$ cat src/assert_macros.svh
// Assertion macros used by the inertia tensor datapath.
`ifndef ASSERT_MACROS_SVH
`define ASSERT_MACROS_SVH

// Same-cycle implication, checked out of reset.
`define PCIT_ASSERT_IMPL(lbl, clk, rstn, ante, cons, msg) \
  lbl: assert property (@(posedge clk) disable iff (!rstn) (ante) |-> (cons)) else $error(msg);

// Next-cycle implication, checked out of reset.
`define PCIT_ASSERT_NEXT(lbl, clk, rstn, ante, cons, msg) \
  lbl: assert property (@(posedge clk) disable iff (!rstn) (ante) |=> (cons)) else $error(msg);

`endif

$ cat src/pcit_pkg.sv
// Types, constants and arithmetic helpers of the inertia tensor block.
package pcit_pkg;

  localparam int unsigned COORD_W     = 16;
  localparam int unsigned DIFF_W      = COORD_W + 1;
  localparam int unsigned SQ_W        = 2 * DIFF_W;
  localparam int unsigned TERM_W      = SQ_W + 1;
  localparam int unsigned ACC_W       = 51;
  localparam int unsigned MASS_W      = 16;
  localparam int unsigned OUT_W       = 48;
  localparam int unsigned PU_W        = 17;
  localparam int unsigned CFG_IDX_W   = 8;
  localparam int unsigned NUM_ENTRIES = 6;
  localparam int unsigned ENT_W       = 3;

  // magnitude multiply split into two partial products
  localparam int unsigned LO_W     = 26;
  localparam int unsigned PLO_W    = LO_W + MASS_W;
  localparam int unsigned PHI_W    = (ACC_W - LO_W) + MASS_W;
  localparam int unsigned SUM_W    = PHI_W + LO_W;
  localparam int unsigned PROD_W   = ACC_W + MASS_W - 1;
  localparam int unsigned FRAC_SH  = 8;
  localparam int unsigned QUOT_W   = PROD_W - FRAC_SH;
  localparam int unsigned STEP_W   = 6;
  localparam logic [STEP_W-1:0] STEP_LAST = STEP_W'(QUOT_W - 1);

  localparam logic [MASS_W-1:0] MASS_RESET = MASS_W'(256);

  // configuration register indexes
  localparam logic [CFG_IDX_W-1:0] CFG_CENTER_X   = CFG_IDX_W'(0);
  localparam logic [CFG_IDX_W-1:0] CFG_CENTER_Y   = CFG_IDX_W'(1);
  localparam logic [CFG_IDX_W-1:0] CFG_CENTER_Z   = CFG_IDX_W'(2);
  localparam logic [CFG_IDX_W-1:0] CFG_POINT_MASS = CFG_IDX_W'(3);

  // tensor entry order
  localparam logic [ENT_W-1:0] ENT_XX = ENT_W'(0);
  localparam logic [ENT_W-1:0] ENT_YY = ENT_W'(1);
  localparam logic [ENT_W-1:0] ENT_ZZ = ENT_W'(2);
  localparam logic [ENT_W-1:0] ENT_XY = ENT_W'(3);
  localparam logic [ENT_W-1:0] ENT_XZ = ENT_W'(4);
  localparam logic [ENT_W-1:0] ENT_YZ = ENT_W'(5);
  localparam logic [ENT_W-1:0] ENT_LAST = ENT_YZ;

  localparam logic [ACC_W-1:0] ACC_MAX = {1'b0, {(ACC_W-1){1'b1}}};
  localparam logic [ACC_W-1:0] ACC_MIN = {1'b1, {(ACC_W-1){1'b0}}};
  localparam logic [OUT_W-1:0] OUT_MAX = {1'b0, {(OUT_W-1){1'b1}}};
  localparam logic [OUT_W-1:0] OUT_MIN = {1'b1, {(OUT_W-1){1'b0}}};
  localparam logic [QUOT_W-1:0] QPOS_LIM = {{(QUOT_W-OUT_W+1){1'b0}}, {(OUT_W-1){1'b1}}};
  localparam logic [QUOT_W-1:0] QNEG_LIM = {{(QUOT_W-OUT_W){1'b0}}, 1'b1, {(OUT_W-1){1'b0}}};

  typedef enum logic [3:0] {
    ST_ACCUM,
    ST_FLUSH,
    ST_LOAD,
    ST_MUL_LO,
    ST_MUL_HI,
    ST_SUM,
    ST_DIV,
    ST_SAT,
    ST_PUBLISH
  } pcit_state_e;

  typedef struct packed {
    logic accept_en;
    logic load;
    logic mul_lo;
    logic mul_hi;
    logic sum;
    logic div_step;
    logic store;
    logic publish;
  } pcit_cmd_t;

  typedef struct packed {
    logic end_set;
    logic pipe_empty;
    logic div_done;
    logic entry_last;
    logic out_free;
  } pcit_sts_t;

  function automatic logic signed [TERM_W-1:0] ext_term(logic signed [SQ_W-1:0] v);
    return {v[SQ_W-1], v};
  endfunction

  // accumulate with saturation to the accumulator range
  function automatic logic [ACC_W-1:0] sat_acc(logic [ACC_W-1:0] acc,
                                               logic [TERM_W-1:0] term);
    logic [ACC_W:0] sum;
    sum = {acc[ACC_W-1], acc} + {{(ACC_W+1-TERM_W){term[TERM_W-1]}}, term};
    if (sum[ACC_W] != sum[ACC_W-1]) begin
      return sum[ACC_W] ? ACC_MIN : ACC_MAX;
    end
    return sum[ACC_W-1:0];
  endfunction

  // apply sign to a quotient magnitude and clamp to the output range
  function automatic logic [OUT_W-1:0] sat_out(logic [QUOT_W-1:0] q, logic neg);
    if (neg) begin
      if (q > QNEG_LIM) begin
        return OUT_MIN;
      end
      return ~q[OUT_W-1:0] + 1'b1;
    end
    if (q > QPOS_LIM) begin
      return OUT_MAX;
    end
    return q[OUT_W-1:0];
  endfunction

endpackage

$ cat src/pcit_ctrl.sv
// Sequencer of the inertia tensor block: accumulate, then scale six entries.
module pcit_ctrl (
  input  logic                 clk_i,
  input  logic                 rst_ni,
  input  pcit_pkg::pcit_sts_t  sts_i,
  output pcit_pkg::pcit_cmd_t  cmd_o
);

  pcit_pkg::pcit_state_e state_q, state_d;

  always_ff @(posedge clk_i or negedge rst_ni) begin
    if (!rst_ni) begin
      state_q <= pcit_pkg::ST_ACCUM;
    end else begin
      state_q <= state_d;
    end
  end

  always_comb begin
    state_d = state_q;
    unique case (state_q)
      pcit_pkg::ST_ACCUM: begin
        if (sts_i.end_set) state_d = pcit_pkg::ST_FLUSH;
      end
      pcit_pkg::ST_FLUSH: begin
        if (sts_i.pipe_empty) state_d = pcit_pkg::ST_LOAD;
      end
      pcit_pkg::ST_LOAD:   state_d = pcit_pkg::ST_MUL_LO;
      pcit_pkg::ST_MUL_LO: state_d = pcit_pkg::ST_MUL_HI;
      pcit_pkg::ST_MUL_HI: state_d = pcit_pkg::ST_SUM;
      pcit_pkg::ST_SUM:    state_d = pcit_pkg::ST_DIV;
      pcit_pkg::ST_DIV: begin
        if (sts_i.div_done) state_d = pcit_pkg::ST_SAT;
      end
      pcit_pkg::ST_SAT: begin
        state_d = sts_i.entry_last ? pcit_pkg::ST_PUBLISH : pcit_pkg::ST_LOAD;
      end
      pcit_pkg::ST_PUBLISH: begin
        if (sts_i.out_free) state_d = pcit_pkg::ST_ACCUM;
      end
      default: state_d = pcit_pkg::ST_ACCUM;
    endcase
  end

  always_comb begin
    cmd_o = '0;
    unique case (state_q)
      pcit_pkg::ST_ACCUM:   cmd_o.accept_en = 1'b1;
      pcit_pkg::ST_FLUSH:   cmd_o = '0;
      pcit_pkg::ST_LOAD:    cmd_o.load = 1'b1;
      pcit_pkg::ST_MUL_LO:  cmd_o.mul_lo = 1'b1;
      pcit_pkg::ST_MUL_HI:  cmd_o.mul_hi = 1'b1;
      pcit_pkg::ST_SUM:     cmd_o.sum = 1'b1;
      pcit_pkg::ST_DIV:     cmd_o.div_step = 1'b1;
      pcit_pkg::ST_SAT:     cmd_o.store = 1'b1;
      pcit_pkg::ST_PUBLISH: cmd_o.publish = sts_i.out_free;
      default:              cmd_o = '0;
    endcase
  end

endmodule

$ cat config.mk
export PLATFORM = sky130hd
export DESIGN_NAME = pcit_ctrl
export DESIGN_NICKNAME = d
export VERILOG_FILES = /design/src/assert_macros.svh /design/src/pcit_pkg.sv /design/src/pcit_ctrl.sv
export SDC_FILE = /design/constraint.sdc
export NUM_CORES = 1
export LEC_CHECK = 0
export BUFFER_PORTS_ARGS = -buffer_cell sky130_fd_sc_hd__buf_2
export CAP_MARGIN = 30
export CORE_AREA = 2 2 39 41
export DETAILED_ROUTE_END_ITERATION = 12
export DIE_AREA = 0 0 41 43
export GPL_TIMING_DRIVEN = 0
export SYNTH_ARGS = -nofsm -noshare
export SYNTH_HDL_FRONTEND = slang
export SYNTH_SLANG_ARGS = --single-unit
$ cat constraint.sdc
create_clock -name clk_i -period 1 [get_ports clk_i]
set_input_delay 0 -clock clk_i [delete_from_list [all_inputs] [get_ports clk_i]]
set_output_delay 0 -clock clk_i [all_outputs]
set_load 0.02 [all_outputs]
# --- After elaboration in Yosys (flattened, before gate mapping) ---
# Index checks and enable logic that the tools add are counted.
word_totals:
  reg_bits: 4
  latch_bits: 0
  mem_bits_rw: 0
  rom_bits: 0
  in_bits: 7
  output_inout_bits: 8
  word_cells: 29
  n_memories: 0
op_classes:
  add_sub_neg: 0
  n_mul: 0
  div_mod_pow: 0
  order_cmp: 0
  n_eq_ne: 12
  shifts: 0
  n_mux: 14
  bitwise_logic: 0
  n_reduce_logical: 2
op_table:
  columns: ["operator", "count"]
  rows:
  - ["$pmux 4 s9", 1]
  - ["$mux 4", 5]
  - ["$eq 4x3->1 const B", 4]
  - ["$eq 4x2->1 const B", 2]
  - ["$mux 1", 8]
  - ["$ne 2x2->1 const B", 4]
  - ["$eq 4x1->1 const B", 1]
  - ["$eq 4x4->1 const B", 1]
  - ["$logic_not 4->1", 1]
  - ["$reduce_and 4->1", 1]

# --- Depth between registers and ports, before layout ---
logic_depth:
  word_depth: 3
  mapped_depth: 4
  ltp_nobuf: 3

# --- Worst setup path after synthesis ---
# OpenSTA, ideal clock, no wires.
synth_timing:
  path_kind: "register to output"
  startpoint: "reg state_q[3]"
  endpoint: "out cmd_o[7] in the netlist's numbering"
  arrival_ps: 1222
  t_required_ps: 1000
  setup_slack_ps: -222
  stages_incl_launch_ff: 3
  path_buffers: 1
  path_cell_list: "dfrtp_1 -> buf_4 -> nor4_1"
synth_lines:
  columns: ["element", "line_no", "source"]
  rows:
  - ["from (decl)", "pcit_ctrl.sv:9", "pcit_pkg::pcit_state_e state_q, state_d;"]
  - ["from (signal assigned)", "pcit_ctrl.sv:13", "state_q <= pcit_pkg::ST_ACCUM;"]
  - ["from (signal assigned)", "pcit_ctrl.sv:15", "state_q <= state_d;"]
  - ["to (decl)", "pcit_ctrl.sv:6", "output pcit_pkg::pcit_cmd_t cmd_o"]

==> metrics.txt <==
Critical Path RT 1.00 ns; vias post-DR 370; synthesized cell area 345 um2; largest family of logic cells by synthesized area simple AND/OR/NAND/NOR gates; Die Area 1760 um2; Die Y 43 um; worst r2r dst state_q[0]; largest registers state_q (4); Worst setup EP type primary output; crit path from state_q[3]; I/O pins 15; Max Freq 837 MHz; pre-CTS WS -0.0271 ns; unrepaired setup endpoints after global routing true; # placed instances 65; worst hold slack 0.0364 ns; max-cap violations 0; non-filler cells in the finished layout 79; Post-Synth XOR/XNOR Area under 10%; number of flops mapped to enable cells by yosys 0; Clock Skew 0.00654 ns; critical path class reg -> out; DRC Markers 0; failing checks negative setup slack; ANT cells 0; Clock Path Buffers 2; Final WS setup -0.195 ns; crit path launch type register; Root Driver clkbuf_4; crit path to cmd_o[4]; FF-to-FF path depth 4; Ys Warns 0; FF-to-FF Start state_q[1]; Crit Path Max Fanout 5; FP Rows 14; gr usage total about 12%; DRT Wirelength 877 um; Cell Chain, Critical Path buf_6 -> nand2b_4 -> nor3_2 -> buf_4; Clock Sinks 4; Post-DP HPWL 542 um; Initial DRC Count 3; antenna violations before repair 0; #FFs+latches synth 4; Max IR drop VDD 0.00115 V; status finished with violations; Slew Viols, Final 0; Antenna Violating Nets Remaining 0; CTS clk-pin slew, worst paths 0.04 ns; vias per cell 4.68; max reg flops 4; Worst Path Arrival between 1 and 1.5 ns; commonest cells after routing, fill and taps aside 13 x buf_4, 7 x buf_6, 6 x buf_2; layout cells sized above 1 73.0%; Pwr Total 2.15 mW; GRT Residual Overflow 0; worst reg2reg setup slack -0.11 ns; Power Density 3340 nW/um2; Initial Util 25.0%; Final Hold Viols 0; area share of fa/ha/maj cells after synthesis 0%; Synth Area in Compound Gates about 18%; total core area 1380 um2; Synth Area in Simple Gates a little under two fifths; Min-Delay Path Class in -> reg; final period utilization 120%; post-synthesis sequential area ratio 29.0%; Die W 41 um; routability cong. 0.733; Cells after Synth 35; CP max stage delay 0.38 ns; nets 72; Avg WL per Cell 11.1 um; Synth Flop Type dfrtp_1; syn nets 42; most common cell after layout, fill and taps aside buf_4; largest net degree at the start of global routing 11; number of buffers created by CTS 3; Synth async-reset ratio 100%; 1st-pass router iterations 2; Clk Latency, worst-skew pair 0.24 ns; # setup viols final 11; Synth Area per Inst 9.87 um2; slowest cell on the critical path dfrtp_1; Static Leakage 0.301 nW; IO buf count 14; vias in the first global route 347; Biggest register state_q; Worst Max-Slew Pin Slew 0.220 ns; Max-slew headroom between 80% and 90%; CTS tree yes; Area growth syn-to-layout 86.6%; crit path time final 1.20 ns; post-synth cell types 20; first-pass GRT wire length 1440 um; mux share of post-synthesis cell area 0%; H-tree levels 1
-- metal layers --
layer	GRT usage [%]	share of wire [%]	vias to the layer above
met5	0	0	-
met4	8.00	2.7	0
met3	5.24	4.7	4
met2	18.4	50	11
met1	13.8	42	177
li1	-	-	178
-- where the power goes --
part | internal [mW] | leakage, nW | total (mW) | switching (mW)
Combinational | 0.841 | 0.238 | 1.67 | 0.830
Clock | 0.135 | 0.0138 | 0.206 | 0.0717
Sequential | 0.238 | 0.0491 | 0.276 | 0.0382
-- cell usage after synthesis (2+ instances only) --
library cell	count	area share, %
buf_6	3	9.8
dfrtp_1	4	29
nand2_1	3	3.3
nand2b_1	2	3.6
nand2b_4	2	8.0
nor2_1	5	5.4
nor3_1	3	4.3
-- cell type report --
cell class              count  area (um2)
plain buffers               4        45.0
multi-input cells          27         265
clock buffers               3        22.5
well taps                  16        20.0
fillers                   138         739
repair buffers             25         191
flip-flops and latches      4         100
-- cell families after synthesis --
logic type,Yosys count
flip-flops,4
AO/OA/AOI/OAI,4
buffers and inverters,4
AND/OR/NAND/NOR,22
XOR/XNOR,1
-- per-stage QoR --
stage	setup TNS (ns)	util [%]	area (um2)
finish	-1.49	46.6	644
global route	-2.18	46.6	644
CTS	-1.68	43.0	596
detailed placement	-0.0271	32.6	452
global placement	-0.0243	32.6	452
floorplan	-0.0231	-	362
-- critical path: cells and delay by family (launching register included) --
family	cells	cell delay, ns
flops	1	0.38
buf+inv	2	0.30
simple gates	2	0.27
-- worst min-delay path by stage --
stage                   from    endpoint  slack (ns)  cells past startpoint
global placement      rst_ni  state_q[2]       -0.19                      1
floorplan             rst_ni  state_q[0]       -0.30                      0
CTS                 sts_i[4]  state_q[0]        0.03                      3
global route        sts_i[4]  state_q[0]        0.04                      3
detailed placement    rst_ni  state_q[3]       -0.19                      1
finish              sts_i[4]  state_q[0]        0.04                      3
-- timing repair --
action,in CTS,in global routing
endpoints found under the hold margin,6,0
cloned,1,0
setup buffers,5,3
resized for setup,14,9
setup endpoints to repair,9,12
pin swaps,7,4
hold buffers,3,0
No activity file was read; power rests on OpenSTA's default activity.
